**src/sv/msps_pkg.sv**
```systemverilog
// Shared constants, types and tables for the Mode S preamble and bit slicer.
`default_nettype none
package msps_pkg;
  localparam int RingDepthDef  = 512;
  localparam int PreambleLen   = 23;
  localparam int ByteSamples   = 23;
  localparam int ScanWindow    = PreambleLen + 3 + 14 * ByteSamples + 1;
  localparam int MaxTrial      = 19;
  localparam logic [31:0] ShortDfSet = 32'h0000_0831;
  localparam logic [31:0] LongDfSet  = 32'h0037_0000;
  localparam logic [9:0] ThreshReset = 10'd58;
  localparam logic [8:0] SkipLong    = 9'd268;
  localparam logic [8:0] SkipShort   = 9'd134;
  localparam logic [0:0] CfgThreshold = 1'b0;
  localparam logic [0:0] CfgTrial     = 1'b1;

  // Slice job handed from the scan front to the slicer.
  typedef struct packed {
    logic [9:0] base;   // window base address, wide enough for depths up to 1024
  } job_t;

  // One result item.
  typedef struct packed {
    logic [7:0] data_byte;
    logic [3:0] byte_index;
    logic       long_message;
    logic       last_byte;
  } res_t;

  // Sample offset within a byte for phase ph, bit k.
  function automatic logic [4:0] bit_off(input logic [2:0] ph, input logic [2:0] k);
    logic [4:0] t [5][8];
    t[0] = '{5'd0, 5'd2, 5'd5, 5'd8, 5'd11, 5'd14, 5'd17, 5'd20};
    t[1] = '{5'd0, 5'd3, 5'd5, 5'd8, 5'd11, 5'd14, 5'd17, 5'd20};
    t[2] = '{5'd0, 5'd3, 5'd6, 5'd9, 5'd11, 5'd14, 5'd17, 5'd20};
    t[3] = '{5'd0, 5'd3, 5'd6, 5'd9, 5'd12, 5'd14, 5'd17, 5'd20};
    t[4] = '{5'd0, 5'd3, 5'd6, 5'd9, 5'd12, 5'd15, 5'd18, 5'd20};
    return (ph > 3'd4) ? t[4][k] : t[ph][k];
  endfunction

  // Correlator phase for phase ph, bit k.
  function automatic logic [2:0] bit_ph(input logic [2:0] ph, input logic [2:0] k);
    logic [2:0] t [5][8];
    t[0] = '{3'd0, 3'd4, 3'd3, 3'd3, 3'd2, 3'd1, 3'd1, 3'd0};
    t[1] = '{3'd1, 3'd0, 3'd4, 3'd4, 3'd3, 3'd2, 3'd2, 3'd1};
    t[2] = '{3'd2, 3'd1, 3'd0, 3'd0, 3'd4, 3'd3, 3'd3, 3'd2};
    t[3] = '{3'd3, 3'd2, 3'd1, 3'd1, 3'd0, 3'd4, 3'd4, 3'd3};
    t[4] = '{3'd4, 3'd3, 3'd2, 3'd2, 3'd1, 3'd0, 3'd0, 3'd4};
    return (ph > 3'd4) ? t[4][k] : t[ph][k];
  endfunction
endpackage
`default_nettype wire

```
**src/sv/msps_slice.sv**
```systemverilog
// Slicer back end: correlates bits per byte and queues result bytes.
`default_nettype none
module msps_slice import msps_pkg::*; #(
  parameter int RING_DEPTH = RingDepthDef
) (
  input  wire logic                     clk,
  input  wire logic                     rst_n,
  input  wire logic                     job_valid,
  input  job_t                          job,
  output logic                          job_ready,
  input  wire logic [4:0]               trial,
  output logic [$clog2(RING_DEPTH)-1:0] rd_addr,
  output logic                          rd_req,
  input  wire logic [15:0]              rd_data,
  output logic                          set_skip,
  output logic [8:0]                    skip_val,
  output logic                          res_valid,
  output res_t                          res,
  input  wire logic                     res_pop
);
  localparam int AW = $clog2(RING_DEPTH);
  typedef enum logic [2:0] {T_IDLE, T_RD, T_COR, T_BYTE, T_PUSH} state_t;

  state_t      state_r;
  logic [9:0]  base_r;
  logic [2:0]  ph_r;
  logic [8:0]  pos_r;     // byte start offset in window
  logic [3:0]  bidx_r;
  logic [2:0]  bit_r;
  logic [1:0]  tap_r;
  logic        pend_r;
  logic [1:0]  ptap_r;
  logic [15:0] tap_v_r [4];
  logic [7:0]  byte_r;
  logic        long_r;
  logic [3:0]  nby_r;
  res_t        q_r;
  logic        q_full_r;

  logic [4:0]  tp;
  logic [1:0]  tp_q;
  logic [2:0]  tp_r;
  logic [2:0]  cph;
  logic [9:0]  off;
  logic [10:0] asum;
  logic signed [21:0] a, b, c, d;
  logic signed [31:0] cor;
  logic [7:0]  nb;
  logic [4:0]  df;

  assign tp  = (trial > 5'(MaxTrial)) ? 5'(MaxTrial) : trial;
  // Split trial phase into sample offset and sub-sample phase
  always_comb begin
    if (tp >= 5'd15) tp_q = 2'd3;
    else if (tp >= 5'd10) tp_q = 2'd2;
    else if (tp >= 5'd5) tp_q = 2'd1;
    else tp_q = 2'd0;
  end
  assign tp_r = 3'(tp - 5'(tp_q) * 5'd5);

  assign cph = bit_ph(ph_r, bit_r);
  assign off = 10'(pos_r) + 10'(bit_off(ph_r, bit_r)) + 10'(tap_r);
  assign asum = 11'(base_r) + 11'(off);
  assign rd_addr = (asum >= 11'(RING_DEPTH)) ? AW'(asum - 11'(RING_DEPTH)) : AW'(asum);
  assign rd_req  = (state_r == T_RD);
  assign job_ready = (state_r == T_IDLE);

  assign a = 22'(tap_v_r[0]); assign b = 22'(tap_v_r[1]);
  assign c = 22'(tap_v_r[2]); assign d = 22'(tap_v_r[3]);
  // Phase correlator
  always_comb begin
    case (cph)
      3'd0: cor = 10*a - b - 9*c;
      3'd1: cor = 8*a + 3*b - 10*c - d;
      3'd2: cor = 6*a + 7*b - 10*c - 3*d;
      3'd3: cor = 4*a + 10*b - 9*c - 5*d;
      default: cor = 2*a + 10*b - 5*c - 7*d;
    endcase
  end
  assign nb = {byte_r[6:0], cor > 0};
  assign df = byte_r[7:3];

  assign res_valid = q_full_r;
  assign res       = q_r;
  assign set_skip  = (state_r == T_BYTE) && (bidx_r == 4'd0) &&
                     (LongDfSet[df] || ShortDfSet[df]);
  assign skip_val  = LongDfSet[df] ? SkipLong : SkipShort;

  // Slice sequencer: four taps per bit, eight bits per byte
  always_ff @(posedge clk) begin
    if (!rst_n) begin
      state_r <= T_IDLE; q_full_r <= 1'b0; pend_r <= 1'b0;
    end else begin
      pend_r <= (state_r == T_RD);
      if (pend_r) tap_v_r[ptap_r] <= rd_data;
      if (res_pop && state_r != T_PUSH) q_full_r <= 1'b0;
      case (state_r)
        T_IDLE: begin
          if (job_valid) begin
            base_r <= job.base;
            ph_r   <= tp_r;
            pos_r  <= 9'(PreambleLen) + 9'(tp_q);
            bidx_r <= '0; bit_r <= '0; tap_r <= '0; byte_r <= '0;
            state_r <= T_RD;
          end
        end
        T_RD: begin
          ptap_r <= tap_r;
          tap_r  <= tap_r + 2'd1;
          if (tap_r == 2'd3) state_r <= T_COR;
        end
        T_COR: begin
          if (!pend_r) begin
            byte_r <= nb;
            bit_r  <= bit_r + 3'd1;
            state_r <= (bit_r == 3'd7) ? T_BYTE : T_RD;
          end
        end
        T_BYTE: begin
          if (bidx_r == 4'd0) begin
            long_r <= LongDfSet[df];
            nby_r  <= LongDfSet[df] ? 4'd14 : 4'd7;
            state_r <= (LongDfSet[df] || ShortDfSet[df]) ? T_PUSH : T_IDLE;
          end else state_r <= T_PUSH;
        end
        T_PUSH: begin
          if (!q_full_r || res_pop) begin
            q_r.data_byte    <= byte_r;
            q_r.byte_index   <= bidx_r;
            q_r.long_message <= long_r;
            q_r.last_byte    <= (bidx_r + 4'd1 == nby_r);
            q_full_r <= 1'b1;
            if (bidx_r + 4'd1 == nby_r) state_r <= T_IDLE;
            else begin
              bidx_r <= bidx_r + 4'd1;
              pos_r  <= pos_r + 9'(ByteSamples);
              byte_r <= '0;
              state_r <= T_RD;
            end
          end
        end
        default: state_r <= T_IDLE;
      endcase
    end
  end
endmodule
`default_nettype wire

```
**config.mk**
```make
export PLATFORM = sky130hd
export DESIGN_NAME = msps_slice
export DESIGN_NICKNAME = d
export VERILOG_FILES = /design/src/sv/msps_pkg.sv /design/src/sv/msps_slice.sv
export SDC_FILE = /design/constraint.sdc
export NUM_CORES = 1
export LEC_CHECK = 0
export BUFFER_PORTS_ARGS = -buffer_cell sky130_fd_sc_hd__buf_4
export CAP_MARGIN = 10
export CORE_AREA = 10 10 287 289
export CTS_CLUSTER_SIZE = 28
export DETAILED_ROUTE_END_ITERATION = 12
export DIE_AREA = 0 0 297 299
export HOLD_SLACK_MARGIN = 0.03
export PLACE_DENSITY = 0.48
export RECOVER_POWER = 50
export SLEW_MARGIN = 40
export SYNTH_ARGS = -nofsm -noshare
export SYNTH_HDL_FRONTEND = slang
export SYNTH_SLANG_ARGS = --single-unit
```
**constraint.sdc**
```tcl
create_clock -name clk -period 21.2 [get_ports clk]
set_clock_uncertainty 0.15 [all_clocks]
set_input_delay 2.12 -clock clk [delete_from_list [all_inputs] [get_ports clk]]
set_output_delay 2.12 -clock clk [all_outputs]
set_load 0.1 [all_outputs]
```
; Word level (Yosys, flattened, before mapping)
; Memory sizes are Yosys's and may differ from the RTL's. A register that Yosys moved wholly into a read port is not among the register bits.
; Index checks and enable logic that the tools add are counted.
[word_totals]
in_bits = 35
memories = 7
ff_bits = 65
ram_bits = 64
rom_bits = 640
word_cells = 171
out_inout_bits = 36
[mem_list]
columns = memory, words, width, rd, rd_ports_with_merged_regs, write_ports, line
row1 = (no name shown), 8, 40, 1, 0, 0, msps_pkg.sv:38  ; return (ph > 3'd4) ? t[4][k] : t[ph][k];
row2 = (no name shown), 8, 24, 1, 0, 0, msps_pkg.sv:49  ; return (ph > 3'd4) ? t[4][k] : t[ph][k];
row3 = tap_v_r, 4, 16, 4, 0, 1, msps_slice.sv:33  ; logic [15:0] tap_v_r [4];
row4 = (no name shown), 8, 5, 1, 0, 0, msps_pkg.sv:38
row5 = (no name shown), 32, 1, 1, 1, 0, msps_slice.sv:123  ; state_r <= (LongDfSet[df] || ShortDfSet[df]) ? T_PUSH : T_IDLE;
row6 = (no name shown), 32, 1, 1, 1, 0, msps_slice.sv:123
row7 = 1 more memories, -, -, -, -, -, -
[classes]
eq_ne = 16
n_mul = 12
n_addsub = 24
order_cmp = 10
n_reduce_logical = 22
n_mux = 61
n_bitwise = 2
[op_table]
columns = cell, count
row1 = "multiplier 3 x 16 -> 19 bit, first input constant", 7
row2 = one-hot mux 32 bit (4 select lines), 1
row3 = two-way mux 40 bit, 2
row4 = "multiplier 2 x 16 -> 18 bit, first input constant", 3
row5 = two-way mux 24 bit, 2
row6 = two-way mux 9 bit, 5
row7 = subtractor 21 x 19 -> 22 bit, 2
row8 = two-way mux 5 bit, 8
row9 = two-way mux 3 bit, 13
row10 = adder 19 x 32 -> 32 bit, 1
row11 = "> comparator 32 x 1 -> 1 bit, second input constant", 1
row12 = two-way mux 8 bit, 4
row13 = subtractor 21 x 32 -> 32 bit, 1
row14 = subtractor 32 x 17 -> 32 bit, 1
row15 = subtractor 32 x 20 -> 32 bit, 1
row16 = subtractor 32 x 21 -> 32 bit, 1
row17 = one-hot mux 8 bit (3 select lines), 1
row18 = subtractor 22 x 20 -> 23 bit, 1
row19 = subtractor 21 x 21 -> 22 bit, 1
row20 = adder 17 x 20 -> 21 bit, 1
row21 = subtractor 20 x 16 -> 21 bit, 1
row22 = subtractor 20 x 20 -> 21 bit, 1
row23 = adder 19 x 18 -> 20 bit, 1
row24 = adder 19 x 19 -> 20 bit, 1
row25 = 50 further kinds, 86

; Logic depth before layout (Yosys ltp)
; Gate-level depths: netlist of run 1.
[depth]
depth_word = 14
depth_mapped = 39
ltp_nobuf = 38

; Worst setup path before layout of run 1
; Ideal clock, no wire load.
[synth_timing]
path_kind = reg2reg
from = memory tap_v_r[2][1]
to = register byte_r[0] (data pin)
synth_period_minus_slack_ps = 8261
setup_slack_ps = 12939
stages_incl_launch_ff = 36
n_path_buf = 1
required_time_ps = 20789
arrival_ps = 7850
setup_time_ps = 261
cell_sequence = edfxtp_1 -> ha_1 -> ha_1 -> fa_1 -> a21o_1 -> a21oi_1 -> o21bai_1 -> a21oi_1 -> xnor2_1 -> fa_1 -> inv_1 -> fa_1 -> inv_1 -> fa_1 -> inv_1 -> ha_1 -> and3_1 -> a311o_1 -> and2_1 -> o21ai_1 -> a21boi_0 -> o21ai_0 -> nand2b_1 -> xor2_1 -> ha_1 -> clkbuf_1 -> and4_1 -> a221oi_1 -> nand3_1 -> xor2_1 -> a21oi_1 -> o21ai_0 -> or4b_1 -> nor4b_1 -> a32o_1 -> a21oi_1
[synth_lines]
columns = element, line
row1 = "start, declared", msps_slice.sv:33
row2 = "end signal, assigned", msps_slice.sv:114  ; byte_r <= nb;
row3 = "end, declared", msps_slice.sv:34  ; logic [7:0] byte_r;

==> qor.yml, run 1 <==
run_status:
  status: "finished with violations"
  violations: "max-capacitance violations, max-slew violations"
timing:
  slew_headroom: -0.008681
  period_share: 0.5047
  worstMarginPinSlew_ns: 1.513
  setup_viol: 0
  setup-tns-final_ns: 0
  period_minus_slack_ns: 10.70
  rsz0062_at_grt: "no"
  fmax_mhz: 93.47
  final_hold_viol_count: 0
  drv_slew: 17
final_layout:
  diodes: 0
  area_delta_synth_final_pct: 9.842
  multi_input_area_um2: 19060
  fin_nets: 3453
  seqCellArea_um2: 3744
  n_fill_cell: 7889
  final_area_um2: 26710
  drive_gt1_frac: 0.05440
cts:
  cts-root-buf: "clkbuf_16"
  htree_levels: 4
  clk_latency_ns: 0.45
  cts_buffers: 17
  cts_buffer_depth: 2
  cts_sinks: 127
  postCtsSetupRepairBufs: 0
  cts_tree: "built"
  clk_pin_slew_worst_paths_ns: 0.06
  ctsHoldBuffers: 0
  ctsResizeCount: 0
synth:
  ys_types: 97
  async_flop_share: 0
  synthFlopType: "edfxtp_1"
  synth.top_cells.by_count: "428 x ha_1, 372 x inv_1, 212 x a21oi_1"
  yosysTopAreaCell: "ha_1"
  syn_area_um2: 24320
  synth-seq-area-share: 0.1539
  synth_top_area_share: 0.2202
  yosys_warnings: 0
  synth.top_cells.by_area: "ha_1 22%, edfxtp_1 15%, fa_1 14%"
  ys_seq_elements: 127
  yosysMostFrequentCell: "ha_1"
  avgSynthCellArea_um2: 8.863
  synth_edf_count: 120
  netlist_instances: 2744
worst_setup_path:
  crit_buf_inv: 2
  critPathSlowestCell: "a21boi_0"
  critPathMaxStageDelay_ns: 0.60
  cp_top_family: "compound AO/OA/AOI/OAI gates"
  cp-end-kind: "register"
  start_kind: "register"
  critPathMaxFanout: 8
  cp.required_ns: 21.16
  critPathArrivalTime_ns: 10.66
  worst-setup-path-type: "register to register"
floorplan:
  io_pins: 71
  die_h_um: 299
  start_util: 0.3171
  dieArea_um2: 88800
  coreArea_um2: 76700
  die-width_um: 297
  num_rows: 102
drt:
  detail-route-antenna-nets: 0
  wire_per_inst_um: 19.75
  routed_wl_um: 76470
  drc_errors: 0
  drt_iter0_drc: 1155
  vias: 20490
  dr.pass1.iters: 7
  viasPerCell: 5.292
grt:
  overflow: 0
  grt_pass1_vias: 21070
  grt_pass1_wl_um: 118500
  track_usage: 0.1690
  grt_max_degree: 26
  antenna_found_initial: 0
placed_design:
  placed_area_um2: 26150
  routabilityCongestion: 0.9316
  io_buffers: 64
  dpl.hpwl_um: 64910
hold_path:
  holdCritPathClass: "register to register"
pwr:
  ir_drop_mv: 0.2702
  power_density_nw_per_um2: 85.06
  p_leak_nw: 12.02
job:
  max_cap_viol_count: 1
==> final cells by class <==
cell class,count,area share
inverters,374,0.05255
multi-input cells,2212,0.7135
clock inverters,13,0.007541
flip-flops and latches,127,0.1401
repair buffers,86,0.02136
clock buffers,19,0.01621
well taps,1040,0.04871
==> where the power goes <==
group | switching (mW) | internal (mW) | total [mW]
Sequential | 0.0229 | 0.292 | 0.315
Combinational | 1.02 | 0.608 | 1.63
Clock | 0.125 | 0.200 | 0.325
==> placed cells by master, fill, tap and decap left out, types with 9 or more instances in the layout <==
cell type  netlist  routed
o21bai_1        46      46
nor2b_1         35      35
o21ai_0        117     117
and2_0           0       9
mux2i_1         16      16
or3_1            9       9
buf_4            7      56
o21a_1          41      41
clkbuf_16        0      17
ha_1           428     428
nand2_1        136     136
edfxtp_1       120     120
nand2b_1        40      40
nor2_1         178     176
fa_1           172     172
a21oi_1        212     212
and2_1          26      17
o211ai_1        25      25
a21o_1          53      52
a31oi_1         20      20
xnor2_1        142     142
a21boi_0        21      21
a211o_1         11      11
and3_1          27      26
xor2_1          79      79
nand3_1         51      51
inv_1          372     372
nand4_1         10      10
or2_2           13      13
a211oi_1        28      28
nor3_1          57      56
o31ai_1         17      17
nor4_1          12      12
clkbuf_1        21      22
or4_1           10      10
clkbuf_4         0      10
==> stage by stage <==
stage | utilization | hold slack (ns) | power [mW] | instances | worst slack, ns
2_1_floorplan | - | 0.2674 | 1.536 | 2747 | 12.94
3_3_place_gp | 0.3406 | 0.2785 | 1.904 | 3839 | 10.45
3_5_place_dp | 0.3409 | 0.2857 | 1.934 | 3839 | 10.50
4_1_cts | 0.3492 | 0.2967 | 2.270 | 3871 | 10.48
5_1_grt | 0.3483 | 0.3081 | 2.454 | 3871 | 9.781
6_report | 0.3483 | 0.2941 | 2.272 | 3871 | 10.50
==> layer usage <==
| metal | wire, um | vias to the layer above | GRT usage |
|---|---|---|---|
| met5 | 0 | - | 0 |
| met4 | 1249 | 0 | 0.03921 |
| met3 | 2951 | 63 | 0.01424 |
| met2 | 36490 | 439 | 0.2919 |
| met1 | 35780 | 10090 | 0.2261 |
| li1 | - | 9892 | - |
==> cells by family (layout without fill, tap and decap cells) <==
kind of cell | after synthesis | in the layout | share of synthesized area
xor+xnor | 221 | 221 | 0.07959
compound gates | 720 | 720 | 0.1977
fa+ha+maj | 602 | 602 | 0.3626
buf+inv | 408 | 492 | 0.06462
other cells | 2 | 5 | 0.0003088
flops | 127 | 127 | 0.1539
mux | 25 | 25 | 0.01075
simple gates | 639 | 639 | 0.1305
==> worst paths after layout <==
kind | start | to | slack (ns) | cells past startpoint
worst max-delay path | tap_v_r[2][2] | byte_r[0] | 10.50 | 36
worst min-delay path | byte_r[2] | res[8] | 0.29 | 0
worst max register to register | tap_v_r[2][2] | byte_r[0] | 10.50 | 36
worst min register to register | byte_r[2] | res[8] | 0.29 | 0
==> registers in the layout, summed over array words and instances, names as in the netlist, 2 cells and up, named ones only <==
name / cells
tap_v_r: 64
res: 14
base_r: 9
pos_r: 9
byte_r: 8
bidx_r: 4
bit_r: 3
ph_r: 3
state_r: 3
ptap_r: 2
tap_r: 2
Power figures use the tool's default switching activity.
==> run 2, diff against run 1 <==
==> constraint.sdc (replaced) <==
create_clock -name clk -period 10.5 [get_ports clk]
set_clock_uncertainty 0.15 [all_clocks]
set_input_delay 1.05 -clock clk [delete_from_list [all_inputs] [get_ports clk]]
set_output_delay 1.05 -clock clk [all_outputs]
set_load 0.1 [all_outputs]
==> qor.yml, run 2 (same netlist as run 1, synthesis figures left out) <==
run_status:
  status: "finished clean"
cts:
  cts-root-buf: "clkbuf_16"
  cts_sinks: 127  # unchanged
  clk_pin_slew_worst_paths_ns: 0.06  # about the same
  clk_latency_ns: 0.44  # about the same
  ctsHoldBuffers: 0  # unchanged
  cts_tree: "built"
  cts_buffer_depth: 2  # unchanged
  htree_levels: 4  # unchanged
  cts_buffers: 17  # unchanged
drt:
  dr.pass1.iters: 5  # -2
  wire_per_inst_um: 20.21  # +2.3%
  drt_iter0_drc: 1194  # +3.4%
  drc_errors: 0  # unchanged
  detail-route-antenna-nets: 0  # unchanged
  viasPerCell: 5.305  # +0.24%
  vias: 20500  # +0.088%
  routed_wl_um: 78100  # +2.1%
final_layout:
  utilization: 0.3464  # -0.001893
  drive_gt1_frac: 0.05168  # -0.002716
  largest_reg_flops: 64  # unchanged
  fin_nets: 3447  # -0.17%
  area_delta_synth_final_pct: 9.245
  diodes: 0  # unchanged
  final_cell_mix: "428 x ha_1, 372 x inv_1, 211 x a21oi_1"
  final_cell_count_no_fill: 3865  # -0.15%
  regMostFlops: "tap_v_r"
  layout_commonest_cell: "ha_1"
timing:
  fmax_mhz: 101.4  # +8.5%
  rsz0062_at_grt: "no"
  period_minus_slack_ns: 9.861  # -0.8373 ns
  setup-tns-final_ns: 0  # unchanged
  holdWs_ns: 0.3069  # +0.01283 ns
  setup_viol: 0  # unchanged
  final_hold_viol_count: 0  # unchanged
  period_share: 0.9392  # +0.4345
  drv_slew: 0  # -17
  slew_headroom: 0.1529  # +0.1616
  worstMarginPinSlew_ns: 1.271  # -0.2423 ns
worst_setup_path:
  critPathSlowestCell: "fa_1"
  start_kind: "register"
  cp.required_ns: 10.49  # -10.67 ns
  cp-end-kind: "register"
  worst-setup-path-type: "register to register"
  critPathMaxStageDelay_ns: 0.53  # -0.07 ns
  critPathMaxFanout: 8  # unchanged
  path_common_cell: "a21oi_1"
  critPathArrivalTime_ns: 9.85  # -0.81 ns
floorplan:
  die-width_um: 297  # unchanged
  io_pins: 71  # unchanged
  coreArea_um2: 76700  # unchanged
  dieArea_um2: 88800  # unchanged
  start_util: 0.3171  # unchanged
  die_h_um: 299  # unchanged
  num_rows: 102  # unchanged
pwr:
  p_leak_nw: 11.97  # -0.45%
  total_power_mw: 4.491  # +98%
  ir_drop_mv: 0.4678  # +73%
  power_density_nw_per_um2: 169.0  # +99%
grt:
  grt_max_degree: 26  # unchanged
  overflow: 0  # unchanged
  antenna_found_initial: 0  # unchanged
  track_usage: 0.1725  # +0.003540
  grt_pass1_vias: 21070  # -0.019%
  grt_pass1_wl_um: 120100  # +1.3%
placed_design:
  dpl.hpwl_um: 66350  # +2.2%
  dp.cells: 3833  # -0.16%
  routabilityCongestion: 0.9150  # -1.8%
  io_buffers: 64  # unchanged
hold_path:
  holdCritPathClass: "register to register"
job:
  max_cap_viol_count: 0  # -1
run 2: changes by cell type in the layout (fill, tap and decap cells not counted), moves of 2 or more:
cell       before  now
and2_0          9    3
and2_1         17   23
buf_4          56   52
bufinv_16       4    1
clkinv_2        0    3
clkinv_1        2    4
inv_8           2    0
nor2_4          2    0
run 2: where the power goes:
group          leakage, nW  internal (mW)  switching [mW]
clock network        0.267          0.326           0.249
logic                 10.5           1.22            2.05
registers             1.15          0.590          0.0494
total                 12.0           2.14            2.35
run 2: worst paths after layout:
path	slack (ns)	start	to	depth (start not counted)
worst max-delay path	0.64	tap_v_r[2][4]	byte_r[0]	36
worst min register to register	0.31	byte_r[1]	res[7]	0
worst max register to register	0.64	tap_v_r[2][4]	byte_r[0]	36
worst min-delay path	0.31	byte_r[1]	res[7]	0
run 2: worst max-delay path, delay by kind of cell (launching register included):
kind	cells	cell delay, ns
AO/OA/AOI/OAI	16	3.53
adder cells (fa/ha/maj)	7	2.97
AND/OR/NAND/NOR	8	1.89
flip-flops	1	0.52
XOR/XNOR	2	0.33
buffers and inverters	3	0.15
run 2: metal layers:
layer	wire length (um)	GRT usage
met1	36920	0.2328
met2	36170	0.2907
met5	0	0
met3	3500	0.01916
met4	1505	0.04294
run 2: layout make-up:
| type | count | area (um2) |
|---|---|---|
| Timing Repair Buffer | 80 | 529.3 |
| Clock inverter | 13 | 112.6 |
| Sequential cell | 127 | 3744 |
| Multi-Input combinational cell | 2212 | 19040 |
| Tap cell | 1040 | 1301 |
| Inverter | 374 | 1404 |
| Clock buffer | 19 | 432.9 |
| Fill cell | 7863 | 50130 |
run 2: stage by stage:
step | cell area, um2 | setup slack (ns)
after global placement | 26090 | 0.8301
after floorplan | 24330 | 2.239
after detailed placement | 26100 | 0.6532
after CTS | 26650 | 0.6032
after global routing | 26570 | 0.1390
final | 26570 | 0.6388
run 2: timing repair:
action                                  4_1_cts  5_1_grt
endpoints found under the setup margin        0        1
setup buffers                                 0        0
gates resized for setup                       0        2
