$ cat config.mk
export PLATFORM = sky130hd
export DESIGN_NAME = msps_scan
export DESIGN_NICKNAME = d
export VERILOG_FILES = /design/src/sv/msps_pkg.sv /design/src/sv/msps_scan.sv
export SDC_FILE = /design/constraint.sdc
export NUM_CORES = 1
export LEC_CHECK = 0
export BUFFER_PORTS_ARGS = -buffer_cell sky130_fd_sc_hd__buf_2
export CAP_MARGIN = 20
export CELL_PAD_IN_SITES_DETAIL_PLACEMENT = 1
export CELL_PAD_IN_SITES_GLOBAL_PLACEMENT = 1
export CORE_MARGIN = 4
export CORE_UTILIZATION = 35
export DETAILED_ROUTE_END_ITERATION = 7
export PLACE_DENSITY_LB_ADDON = 0.1
export SLEW_MARGIN = 20
export SYNTH_ARGS = -nofsm -noshare
export SYNTH_HDL_FRONTEND = slang
export SYNTH_SLANG_ARGS = --single-unit
export TNS_END_PERCENT = 50
$ cat constraint.sdc
create_clock -name clk -period 12.7 [get_ports clk]
set_input_delay 1.905 -clock clk [delete_from_list [all_inputs] [get_ports clk]]
set_output_delay 1.905 -clock clk [all_outputs]
set_load 0.02 [all_outputs]
$ cat src/sv/msps_pkg.sv
// Shared constants, types and tables for the Mode S preamble and bit slicer.
`default_nettype none
package msps_pkg;
  localparam int RingDepthDef  = 512;
  localparam int PreambleLen   = 23;
  localparam int ByteSamples   = 23;
  localparam int ScanWindow    = PreambleLen + 3 + 14 * ByteSamples + 1;
  localparam int MaxTrial      = 19;
  localparam logic [31:0] ShortDfSet = 32'h0000_0831;
  localparam logic [31:0] LongDfSet  = 32'h0037_0000;
  localparam logic [9:0] ThreshReset = 10'd58;
  localparam logic [8:0] SkipLong    = 9'd268;
  localparam logic [8:0] SkipShort   = 9'd134;
  localparam logic [0:0] CfgThreshold = 1'b0;
  localparam logic [0:0] CfgTrial     = 1'b1;

  // Slice job handed from the scan front to the slicer.
  typedef struct packed {
    logic [9:0] base;   // window base address, wide enough for depths up to 1024
  } job_t;

  // One result item.
  typedef struct packed {
    logic [7:0] data_byte;
    logic [3:0] byte_index;
    logic       long_message;
    logic       last_byte;
  } res_t;

  // Sample offset within a byte for phase ph, bit k.
  function automatic logic [4:0] bit_off(input logic [2:0] ph, input logic [2:0] k);
    logic [4:0] t [5][8];
    t[0] = '{5'd0, 5'd2, 5'd5, 5'd8, 5'd11, 5'd14, 5'd17, 5'd20};
    t[1] = '{5'd0, 5'd3, 5'd5, 5'd8, 5'd11, 5'd14, 5'd17, 5'd20};
    t[2] = '{5'd0, 5'd3, 5'd6, 5'd9, 5'd11, 5'd14, 5'd17, 5'd20};
    t[3] = '{5'd0, 5'd3, 5'd6, 5'd9, 5'd12, 5'd14, 5'd17, 5'd20};
    t[4] = '{5'd0, 5'd3, 5'd6, 5'd9, 5'd12, 5'd15, 5'd18, 5'd20};
    return (ph > 3'd4) ? t[4][k] : t[ph][k];
  endfunction

  // Correlator phase for phase ph, bit k.
  function automatic logic [2:0] bit_ph(input logic [2:0] ph, input logic [2:0] k);
    logic [2:0] t [5][8];
    t[0] = '{3'd0, 3'd4, 3'd3, 3'd3, 3'd2, 3'd1, 3'd1, 3'd0};
    t[1] = '{3'd1, 3'd0, 3'd4, 3'd4, 3'd3, 3'd2, 3'd2, 3'd1};
    t[2] = '{3'd2, 3'd1, 3'd0, 3'd0, 3'd4, 3'd3, 3'd3, 3'd2};
    t[3] = '{3'd3, 3'd2, 3'd1, 3'd1, 3'd0, 3'd4, 3'd4, 3'd3};
    t[4] = '{3'd4, 3'd3, 3'd2, 3'd2, 3'd1, 3'd0, 3'd0, 3'd4};
    return (ph > 3'd4) ? t[4][k] : t[ph][k];
  endfunction
endpackage
`default_nettype wire

$ cat src/sv/msps_scan.sv
// Scan front: window bookkeeping, skip count and preamble test.
`default_nettype none
module msps_scan import msps_pkg::*; #(
  parameter int RING_DEPTH = RingDepthDef
) (
  input  wire logic                          clk,
  input  wire logic                          rst_n,
  input  wire logic                          push,
  input  wire logic [15:0]                   sample,
  output logic                               busy,
  input  wire logic [9:0]                    threshold,
  output logic [$clog2(RING_DEPTH)-1:0]      wr_addr,
  output logic [$clog2(RING_DEPTH)-1:0]      rd_addr,
  input  wire logic [15:0]                   rd_data,
  input  wire logic                          rd_grant,
  output logic                               job_valid,
  output job_t                               job,
  input  wire logic                          job_ready,
  input  wire logic                          set_skip,
  input  wire logic [8:0]                    skip_val
);
  localparam int AW  = $clog2(RING_DEPTH);
  localparam int AW1 = AW + 1;
  typedef enum logic [1:0] {S_IDLE, S_READ, S_EVAL, S_JOB} state_t;

  state_t      state_r;
  logic [AW-1:0] wpos_r, base_r;
  logic [8:0]  fill_r, skip_r;
  logic [4:0]  k_r;
  logic [15:0] m_r [19];
  logic        rd_pend_r;
  logic [4:0]  rd_idx_r;

  logic [AW-1:0] base_nxt, wpos_nxt;
  logic [AW1-1:0] bsum, rsum;
  logic [19:0] noise;
  logic [19:0] pulse;
  logic [29:0] ref_v;
  logic        pre_ok, hit;

  // Window base after this sample is written, wrapped by compare and subtract
  assign bsum     = AW1'(wpos_r) + AW1'(RING_DEPTH - ScanWindow + 1);
  assign base_nxt = (bsum >= AW1'(RING_DEPTH)) ? AW'(bsum - AW1'(RING_DEPTH)) : AW'(bsum);
  assign wpos_nxt = (wpos_r == AW'(RING_DEPTH - 1)) ? '0 : wpos_r + AW'(1);
  assign rsum     = AW1'(base_r) + AW1'(k_r);
  assign wr_addr  = wpos_r;
  assign rd_addr  = (rsum >= AW1'(RING_DEPTH)) ? AW'(rsum - AW1'(RING_DEPTH)) : AW'(rsum);
  assign busy     = (state_r != S_IDLE);
  assign job_valid = (state_r == S_JOB);
  assign job.base  = 10'(base_r);

  assign pre_ok = m_r[1] > m_r[7] && m_r[4] > m_r[7] && m_r[11] > m_r[18] &&
                  m_r[14] > m_r[18];
  assign noise = 20'(m_r[6]) + 20'(m_r[7]) + 20'(m_r[8]) + 20'(m_r[17]) + 20'(m_r[18]);
  assign pulse = 20'(m_r[0]) + 20'(m_r[1]) + 20'(m_r[3]) + 20'(m_r[4]) +
                 20'(m_r[10]) + 20'(m_r[11]) + 20'(m_r[13]) + 20'(m_r[14]);
  assign ref_v = (30'(noise) * 30'(threshold)) >> 5;
  // mag >= ref  <=>  pulse >= noise + ref
  assign hit   = pre_ok && (31'(pulse) >= 31'(noise) + 31'(ref_v));

  // Sequence: take sample, read 19 window samples, test, post job on a hit
  always_ff @(posedge clk) begin
    if (!rst_n) begin
      state_r <= S_IDLE;
      wpos_r <= '0; fill_r <= '0; skip_r <= '0; base_r <= '0;
      k_r <= '0; rd_pend_r <= 1'b0; rd_idx_r <= '0;
    end else begin
      rd_pend_r <= (state_r == S_READ) && rd_grant;
      if (rd_pend_r) m_r[rd_idx_r] <= rd_data;
      if (set_skip) skip_r <= skip_val;
      case (state_r)
        S_IDLE: begin
          if (push) begin
            wpos_r <= wpos_nxt;
            base_r <= base_nxt;
            if (fill_r < 9'(ScanWindow)) fill_r <= fill_r + 9'd1;
            if (fill_r + 9'd1 >= 9'(ScanWindow)) begin
              if (skip_r != '0) skip_r <= skip_r - 9'd1;
              else begin
                k_r <= '0;
                state_r <= S_READ;
              end
            end
          end
        end
        S_READ: begin
          if (rd_grant) begin
            rd_idx_r  <= k_r;
            if (k_r == 5'd18) state_r <= S_EVAL;
            else k_r <= k_r + 5'd1;
          end
        end
        S_EVAL: begin
          if (!rd_pend_r) state_r <= hit ? S_JOB : S_IDLE;
        end
        S_JOB: begin
          if (job_ready) state_r <= S_IDLE;
        end
        default: state_r <= S_IDLE;
      endcase
    end
  end
endmodule
`default_nettype wire

# == Word-level counts from Yosys, hierarchy flattened ==
# Memory sizes are Yosys's and may differ from the RTL's.
# Cells that the tools add are included.
# word_totals
output_inout_bits,30
wordCells,92
reg_bits,49
inputBits,57
ramBits,304
n_memories,1
# memory_table
name,depth,word_bits,rd,rd_ports_with_merged_regs,write_ports,line_no,source
m_r,19,16,13,0,1,msps_scan.sv:30,logic [15:0] m_r [19];
# classes
magnitude_cmp,9
mux,26
n_eq_ne,13
multipliers,1
reduce_logical,14
n_addsub,20
# ops
op,n
$mux 9,8
$gt 16x16->1,4
$add 20x16->20,3
$add 19x16->20,2
$add 18x16->19,2
$add 17x16->18,2
$add 16x16->17,2
$mul 20x10->30,1
$sub 9x1->9 const B,3
$add 20x25->26,1
$ge 20x26->1,1
$mux 5,5
$ge 10x10->1 const B,2
$add 9x1->9 const B,2
$mux 2,8
$ne 2x2->1 const B,6
$add 9x5->10,1
$add 9x8->10 const B,1
$pmux 5 s2,1
$eq 9x9->1 const B,1
$ge 9x9->1 const B,1
$lt 9x9->1 const B,1
$reduce_bool 9->1,1
$pmux 2 s4,1
other kinds (13),23

# == Longest topological paths before layout ==
# Gate-level depths: netlist of the first run.
# An unclocked memory read counts as a cell.
# logic_depth
ltp_word,13
depth_mapped,52
mapped_depth_nobuf,51

# == Least setup slack after synthesis of the first run ==
# Ideal clock, no wire load.
# synth_timing
path_type,register to register
startpoint,mem m_r[7][1]
endpoint,reg state_r[0]
path_buffers,2
stages_incl_launch_ff,49
setup_ns,0.087
path_slack_ns,1.015
required_time_ns,12.613
arrival_time_ns,11.598
synth_period_minus_slack_ns,11.685
path_cell_list,edfxtp_1 inv_1 fa_1 fa_1 fa_1 inv_1 ha_1 fa_1 a21o_1 a21oi_1 o21bai_1 a21o_1 a2111oi_2 nor2_1 a21oi_1 xnor2_1 clkbuf_1 nand2_1 (+13 left out) nor3b_1 o31ai_1 and2_1 a21oi_1 xnor2_1 ha_1 and3_1 a221oi_1 o21ai_0 xnor2_1 ha_1 nand3_1 nor4_1 a21oi_1 or4_1 a2111oi_1 nand4_1 o31ai_1
# synth_rtl
item,line_no,source
"start, declared",msps_scan.sv:30,
"end signal, assigned",msps_scan.sv:94,if (!rd_pend_r) state_r <= hit ? S_JOB : S_IDLE;
"end, declared",msps_scan.sv:26,state_t state_r;

==> results of run 1 <==
==> repair_timing <==
action	4_1_cts	5_1_grt
cloned	0	0
resized for setup	6	37
setup buffers	3	10
pin swaps	1	22
setup endpoints to repair	2	2
==> cell usage in the layout, fill, tap and decap left out, types with 8 or more instances in the layout <==
master and instances:
o21bai_1 14, a21oi_1 95, o21ai_0 52, or2_2 8, or3_1 13, a31oi_1 8, fa_1 277, buf_2 69
a221oi_1 9, nor2_1 99, xor2_1 33, a211oi_1 15, and3_1 8, a21o_1 49, ha_1 217, nand2b_1 16
nor3_1 20, xnor2_1 43, buf_4 98, nand2_1 167, inv_1 348, dfxtp_1 49, nor2b_1 11, nand4_1 31
clkbuf_16 30, edfxtp_1 208, o21a_1 11, nand3_1 32, and2_1 107
==> worst reg2reg max path: cells and delay by family (launching register included) <==
family          cells  cell delay [ns]
compound gates     16             2.87
flops               1             0.41
xor+xnor            3             0.57
buf+inv             7             0.75
fa+ha+maj          13             5.34
simple gates        9             1.95
==> state kept, by name (all words and copies together) (netlist names) <==
name	flops
k_r	5
wr_addr	9
fill_r	9
state_r	2
base_r	9
skip_r	9
rd_idx_r	5
m_r	208
rd_pend_r	1
==> stage by stage <==
| stage | TNS [ns] | total power, mW | worst slack (ns) | util | hold WS (ns) |
|---|---|---|---|---|---|
| global placement | 0 | 3.327 | 0.1858 | 0.3850 | 0.4744 |
| floorplan | 0 | 2.562 | 1.015 | - | 0.4580 |
| global route | 0 | 4.651 | 0.02318 | 0.4043 | 0.5181 |
| CTS | 0 | 4.254 | 0.0009113 | 0.4004 | 0.4904 |
| finish | 0 | 4.271 | 0.6882 | 0.4043 | 0.4946 |
| detailed placement | -0.2297 | 3.397 | -0.1149 | 0.3850 | 0.4841 |
==> layout make-up <==
class                           instances  area, µm²
Clock buffer                           38      790.8
Clock inverter                         14      120.1
Fill cell                            7014      37720
Inverter                              349       1310
Multi-Input combinational cell       1435      13980
Sequential cell                       257       7227
Tap cell                              846       1059
Timing Repair Buffer                  169       1112
==> power by group through the flow <==
| stage | sequential, mW | clock (mW) | combinational (mW) |
|---|---|---|---|
| final | 0.918 | 0.811 | 2.54 |
| after global routing | 0.918 | 0.881 | 2.85 |
| after CTS | 0.918 | 0.838 | 2.50 |
| after detailed placement | 0.936 | 0 | 2.46 |
| after global placement | 0.936 | 0 | 2.39 |
| after floorplan | 0.936 | 0 | 1.63 |
==> worst max path at each step <==
stage	from	endpoint
detailed placement	m_r[7][1]	state_r[0]
floorplan	m_r[7][1]	state_r[0]
CTS	m_r[7][1]	state_r[0]
global placement	m_r[7][1]	state_r[1]
finish	m_r[7][1]	state_r[1]
global route	m_r[7][1]	state_r[0]
==> per-layer routing <==
| metal | track usage | part of all wire |
|---|---|---|
| met3 | 0.02089 | 0.031 |
| met4 | 0.03159 | 0.018 |
| met2 | 0.3089 | 0.50 |
| met5 | 0 | 0 |
| met1 | 0.2344 | 0.45 |
==> cells by family after synthesis <==
kind of cell,Yosys count,share of synthesized area
mux,5,0.002224
xor+xnor,83,0.03230
compound gates,310,0.08884
buf+inv,402,0.06793
flops,257,0.3211
other cells,1,0.0001666
fa+ha+maj,496,0.3685
simple gates,540,0.1190
==> impl_results.md, run 1 <==
- Run status: finished clean
- Max incr delay on CP: roughly 0.55 ns
- Total Routing Usage GR: 0.1749
- Max-Cap Viols: 0
- Syn_nets: about 2,600
- Syn. warnings: 0
- Clock Sinks: between 200 and 300
- Crit. End Element: flop
- CTS hold repair buffers: 0
- Critical path's most frequent cell: fa_1
- Post-synth EDFFs: between 200 and 250
- Setup Skew: around 0.058 ns
- Routed WL: 58,550 µm
- Synth top area share: 0.2775
- First-pass DRT Iterations: 5
- Maximum fanout along the worst path: 10
- Area leader, netlist: edfxtp_1
- HP Start: skip_r[2]
- Worst VDD drop: 0.0001321 V
- Antenna violations before repair: 0
- Clock latency at the later pin of the worst-skew pair: 0.60 ns
- Fmax: 83.25 MHz
- Comb power frac: 0.595
- Slew headroom: 0.5107
- Antenna-violating nets left: 0
- Port-buffer cells: between 60 and 70
- Worst R2R Setup Slack: between 0.6 and 0.7 ns
- Row cnt: between 90 and 100
- Sequential share of the synthesized area: 0.3211
- Crit Path Class: reg -> reg
- Critical path depth in cells: 48
- Hold Crit Class: reg -> reg
- Initial drt markers: 520
- Total gr overflow: 0
- RR Startpoint: m_r[7][1]
- CP Launch Type: flop
- Worst path slowest cell: fa_1
- RSZ-0062 raised after global routing: no
- Initial Util: 0.3555
- Setup violators final: 0
- Die Span Y: ~260 µm
- Syn avg cell area: between 10 and 15 µm²
- Worst r2r path cells: 48
- Die width: between 200 and 300 µm
- Design Area, Final: around 26,000 µm²
- Netlist cell types: 63
- WL/cell: about 19 µm
- Core area: approximately 63,000 µm²
- Ys async rst share: 0
- Reg power frac: 0.215
- IO Pins: slightly below 90
- Post-Syn Instances: around 2,100
- Hold Path Stages: 2
- Post-layout nets: 2,795
- Main flop type after synthesis: edfxtp_1
- Clock power share: 0.190
- Max Buffers Root-to-Sink: 3
- Final Slew Violations: 0
- Worst Tran Pin Value: approximately 0.73 ns
- PD cells: about 170 nW/µm²
- Internal: roughly 2.6 mW
- Area growth from synthesis to final layout: 13.72%
- Routability Congestion: roughly 0.85
- Sw Ratio: 0.3995
- Main area contributors after synthesis: edfxtp_1, fa_1, ha_1
- Crit path max-delay family: adder cells
- Layout cells sized above 1: 0.1149
- WP data required: between 10 and 15 ns
- Final-report hold violation count: 0
- Most frequent cells after synthesis: inv_1, fa_1, ha_1, edfxtp_1, nand2_1
- Largest net degree at the start of global routing: 39
- Placed instance count: a little over 3,000
- Buf/Inv on CP: 7
- DR vias/cell: 4.917
- Number of non-filler instances in the completed layout: about 3,100
- Ant diodes: 0
- Worst Hold End: skip_r[2]
- Placed Instance Area: ~24,000 µm²
- CTS tree: done
- Clock transition at path regs: approximately 0.06 ns
- Post-route DRC: 0
- H-tree levels: 1
- Number of global-route vias before repair: 17,190
- Worst Path Arrival: 12.48 ns
- CTS Root Cell: clkbuf_16
- Global-route wire length before repair: approximately 95,000 µm
- Hpwl dp: about 48,000 µm
- Leakage: 11.48 nW
- DIE AREA: between 60,000 and 70,000 µm²
- Post-Synthesis Cell Area: 22,510 µm²
- TritonCTS Buffers: 30
- Switching power: roughly 1.7 mW
- Synth Register Bits: 257
- Vias: roughly 15,000
- Final min period: 12.01 ns
- Reg2reg end: state_r[1]
- Period Utilization, post-route: 0.9458
- Count leader, synth: inv_1
No activity file was read; power rests on OpenSTA's default activity.
==> run 2, diff against run 1 <==
Settings changed: CORE_MARGIN 4 to default.
==> impl_results.md, run 2 (same netlist as run 1, synthesis figures left out) <==
- Run status: finished clean
- Worst path slowest cell: or4_4
- Initial drt markers: 566
- Worst Tran Pin Value: approximately 1.1 ns
- Die width: roughly 260 µm
- H-tree levels: 1
- Final Util: 0.4067
- Max-Cap Viols: 0
- Maximum fanout along the worst path: 5
- Period Utilization, post-route: 0.9510
- DR vias/cell: around 4.9
- Post-route DRC: 0
- Core area: 63,310 µm²
- Crit. End Element: flop
- Area growth from synthesis to final layout: 14.41%
- Most frequent cells in the layout: inv_1, fa_1, ha_1, edfxtp_1, nand2_1
- Max FFs per register: 208
- Final-report hold violation count: 0
- Vias: about 15,000
- Max Buffers Root-to-Sink: 3
- Leakage: ~12 nW
- DIE AREA: between 60,000 and 70,000 µm²
- Fin Setup TNS: 0 ns
- Critical path's most frequent cell: fa_1
- Row cnt: 92
- CTS tree: done
- Total gr overflow: 0
- Final min period: approximately 12 ns
- Hold Crit Class: reg -> reg
- Initial Util: 0.3555
- PD cells: around 170 nW/µm²
- Routability Congestion: approximately 0.83
- Buf/Inv on CP: 8
- Worst Path Arrival: around 13 ns
- Commonest non-fill, non-tap cell in the layout: inv_1
- Clock latency at the later pin of the worst-skew pair: approximately 0.57 ns
- WP data required: 13.19 ns
- Setup Skew: roughly 0.015 ns
- Largest net degree at the start of global routing: 39
- WL/cell: 18.58 µm
- Clock Sinks: 257
- Max incr delay on CP: 0.58 ns
- Worst VDD drop: 0.0001397 V
- Hpwl dp: ~47,000 µm
- Ant diodes: 0
- CTS Root Cell: clkbuf_16
- TritonCTS Buffers: 31
- Port-buffer cells: between 60 and 70
- Slew headroom: 0.2940
- Largest register by flop count: m_r
- CP Launch Type: flop
- Total Routing Usage GR: 0.1819
- First-pass DRT Iterations: 5
- Post-layout nets: 2,793
- # fillers: approximately 7,000
- Global-route wire length before repair: around 95,000 µm
- Die Span Y: about 260 µm
- RSZ-0062 raised after global routing: no
- Crit Path Class: reg -> reg
- Setup violators final: 0
- Hold Path Stages: 2
- Number of global-route vias before repair: around 17,000
- Antenna violations before repair: 0
- Routed WL: approximately 58,000 µm
- Final Slew Violations: 0
- Clock transition at path regs: 0.06 ns
- Crit path max-delay family: adder cells
- IO Pins: between 80 and 90
- Critical path depth in cells: 47
- Antenna-violating nets left: 0
- Worst r2r path cells: 47
- Fmax: 82.79 MHz
- Layout cells sized above 1: 0.1179
## run 2: report_power, final
group	internal, mW	total [mW]	switching, mW
logic	1.18	2.51	1.33
clock network	0.595	0.950	0.355
registers	0.913	0.918	0.00519
## run 2: path summary, 6_finish.rpt
path	end	slack (ns)	from
worst max-delay path	state_r[0]	0.62	m_r[7][1]
worst min-delay path	skip_r[2]	0.48	skip_r[2]
worst max register to register	state_r[0]	0.62	m_r[7][1]
worst min register to register	skip_r[2]	0.48	skip_r[2]
## run 2: layout make-up
cell class	count	area (µm²)	share of cell area
multi-input cells	1435	13960	0.5422
inverters	349	1310	0.05087
clock buffers	41	860.8	0.03343
flip-flops and latches	257	7227	0.2806
clock inverters	16	235.2	0.009135
repair buffers	166	1099	0.04266
well taps	846	1059	0.04111
## run 2: through the flow
step	hold slack (ns)	worst slack (ns)	cells	instance area (µm²)	total power [mW]
6_report	0.4818	0.6219	3110	25750	4.383
5_1_grt	0.5282	0.02677	3110	25750	4.768
4_1_cts	0.4901	0.03578	3102	25510	4.383
3_5_place_dp	0.4817	-0.08715	3043	24390	3.393
3_3_place_gp	0.4785	0.1440	3043	24390	3.332
2_1_floorplan	0.4580	1.015	2094	22510	2.562
## run 2: worst min-delay path, stage by stage (launching register included)
cell and delay (ns):
dfxtp_1 0.31, o21ai_0 0.07, a21oi_1 0.05
## run 2: what timing repair did
item                       CTS  global route
hold buffers                 0             0
resized for setup            4            36
buffers inserted             2             8
setup endpoints to repair    2             2
gates cloned                 0             0
pin swaps                    0             8
## run 2: per-layer routing
layer | vias up | global-route usage | share of wire
met4 | 0 | 0.02927 | 0.013
met1 | 7855 | 0.2419 | 0.46
met5 | - | 0 | 0
met3 | 44 | 0.01981 | 0.024
li1 | 7260 | - | -
met2 | 140 | 0.3230 | 0.50
==> run 3, diff against run 2 <==
Clock period 12.7 ns to 14.46 ns, I/O delays scaled along.
==> impl_results.md, run 3 (same netlist as run 1, synthesis figures left out) <==
- Clock Sinks: between 200 and 300
- Final Power: 3.388 mW
- CP Launch Type: flop
- Antenna violations before repair: 1
- Largest net degree at the start of global routing: 39
- Port-buffer cells: 69
- Max incr delay on CP: ~0.61 ns
- Max-Cap Viols: 0
- Crit Path Class: reg -> reg
- # fillers: 7,087
- Period Utilization, post-route: 0.9074
- Total gr overflow: 0
- RSZ-0062 raised after global routing: no
- Most frequent cells in the layout: inv_1, fa_1, ha_1, edfxtp_1, nand2_1
- Buf/Inv on CP: 5
- Routability Congestion: ~0.84
- Fin Setup TNS: 0 ns
- Total Routing Usage GR: 0.1841
- Max FFs per register: 208
- IO Pins: 87
- Post-layout nets: 2,727
- Layout cells sized above 1: 0.07552
- Final Slew Violations: 0
- Critical path's most frequent cell: fa_1
- Leakage: about 11 nW
- Final Util: 0.3933
- Row cnt: 92
- First-pass DRT Iterations: 5
- DR vias/cell: a little under 5
- H-tree levels: 1
- Global-route wire length before repair: approximately 95,000 µm
- WL/cell: 19.24 µm
- Cts repair resizes: 0
- DIE AREA: between 60,000 and 70,000 µm²
- Clock transition at path regs: 0.06 ns
- Worst Path Arrival: 13.59 ns
- Largest register by flop count: m_r
- Final min period: around 13 ns
- Ant diodes: 0
- Commonest non-fill, non-tap cell in the layout: inv_1
- Maximum fanout along the worst path: 11
- WP data required: ~15 ns
- Core area: around 63,000 µm²
- PD cells: 136.1 nW/µm²
- TritonCTS Buffers: 30
- Number of global-route vias before repair: roughly 17,000
- Run status: finished clean
- CTS Root Cell: clkbuf_16
- Worst VDD drop: about 0.00011 V
- Slew headroom: 0.4705
- Clock latency at the later pin of the worst-skew pair: 0.60 ns
- Postcts setup bufs: 0
- Setup violators final: 0
- Fmax: around 76 MHz
- Antenna-violating nets left: 0
- Worst path slowest cell: fa_1
- Max Buffers Root-to-Sink: 3
- Initial Util: 0.3555
- Post-route DRC: 0
- Routed WL: around 59,000 µm
- Final-report hold violation count: 0
- Setup Skew: 0.04539 ns
- Die Span Y: roughly 260 µm
- Hold Crit Class: reg -> reg
- Initial drt markers: around 700
- Crit path max-delay family: adder cells
- Vias: between 15,000 and 20,000
- CTS hold repair buffers: 0
- CTS tree: done
- Area growth from synthesis to final layout: 10.63%
- Die width: roughly 260 µm
- Hpwl dp: 46,820 µm
- Crit. End Element: flop
- Worst Tran Pin Value: 0.7839 ns
-- run 3: changes by cell type in the layout (fill, tap and decap cells not counted), moves of 6 or more --
cell / previous run / this run
o21ai_0: 52 / 58
buf_4: 95 / 32
xnor2_2: 6 / 0
xnor2_1: 43 / 49
clkinv_1: 2 / 10
a21oi_1: 92 / 101
a21oi_2: 9 / 0
-- run 3: layout make-up --
class | count | area (µm²) | area share
Tap cell | 846 | 1059 | 0.04251
Inverter | 349 | 1310 | 0.05261
Multi-Input combinational cell | 1435 | 13770 | 0.5531
Clock buffer | 32 | 758.2 | 0.03045
Sequential cell | 257 | 7227 | 0.2903
Clock inverter | 24 | 187.7 | 0.007538
Timing Repair Buffer | 101 | 585.6 | 0.02352
-- run 3: final timing paths --
path	startpoint	to	slack, ns	cells after the start
max reg2reg	m_r[7][1]	state_r[0]	1.34	48
max	m_r[7][1]	state_r[0]	1.34	48
min reg2reg	skip_r[2]	skip_r[2]	0.50	2
min	skip_r[2]	skip_r[2]	0.50	2
-- run 3: tightest hold or removal path, stage by stage (launching register included) --
cell and delay, ns:
dfxtp_1 0.32, o21ai_0 0.07, a21oi_1 0.06
-- run 3: layer usage --
metal / up-vias / GRT usage / wire (µm)
li1: 7114 / - / -
met1: 7696 / 0.2457 / 26800
met2: 169 / 0.3230 / 28910
met3: 51 / 0.02208 / 1957
met4: 2 / 0.03210 / 890
met5: - / 0 / 13
-- run 3: through the flow --
stage          instances  instance area (µm²)  setup slack (ns)  hold slack, ns
3_5_place_dp        2988                23950             1.282          0.4912
3_3_place_gp        2988                23950             1.473          0.4840
5_1_grt             3044                24900            0.4816          0.5337
4_1_cts             3044                24900             1.177          0.4996
2_1_floorplan       2094                22510             2.775          0.4580
6_report            3044                24900             1.339          0.4994
-- run 3: power by group --
| group | switching, mW | total [mW] | internal (mW) |
|---|---|---|---|
| clock network | 0.318 | 0.732 | 0.414 |
| registers | 0.00458 | 0.806 | 0.802 |
| logic | 1.04 | 1.85 | 0.811 |
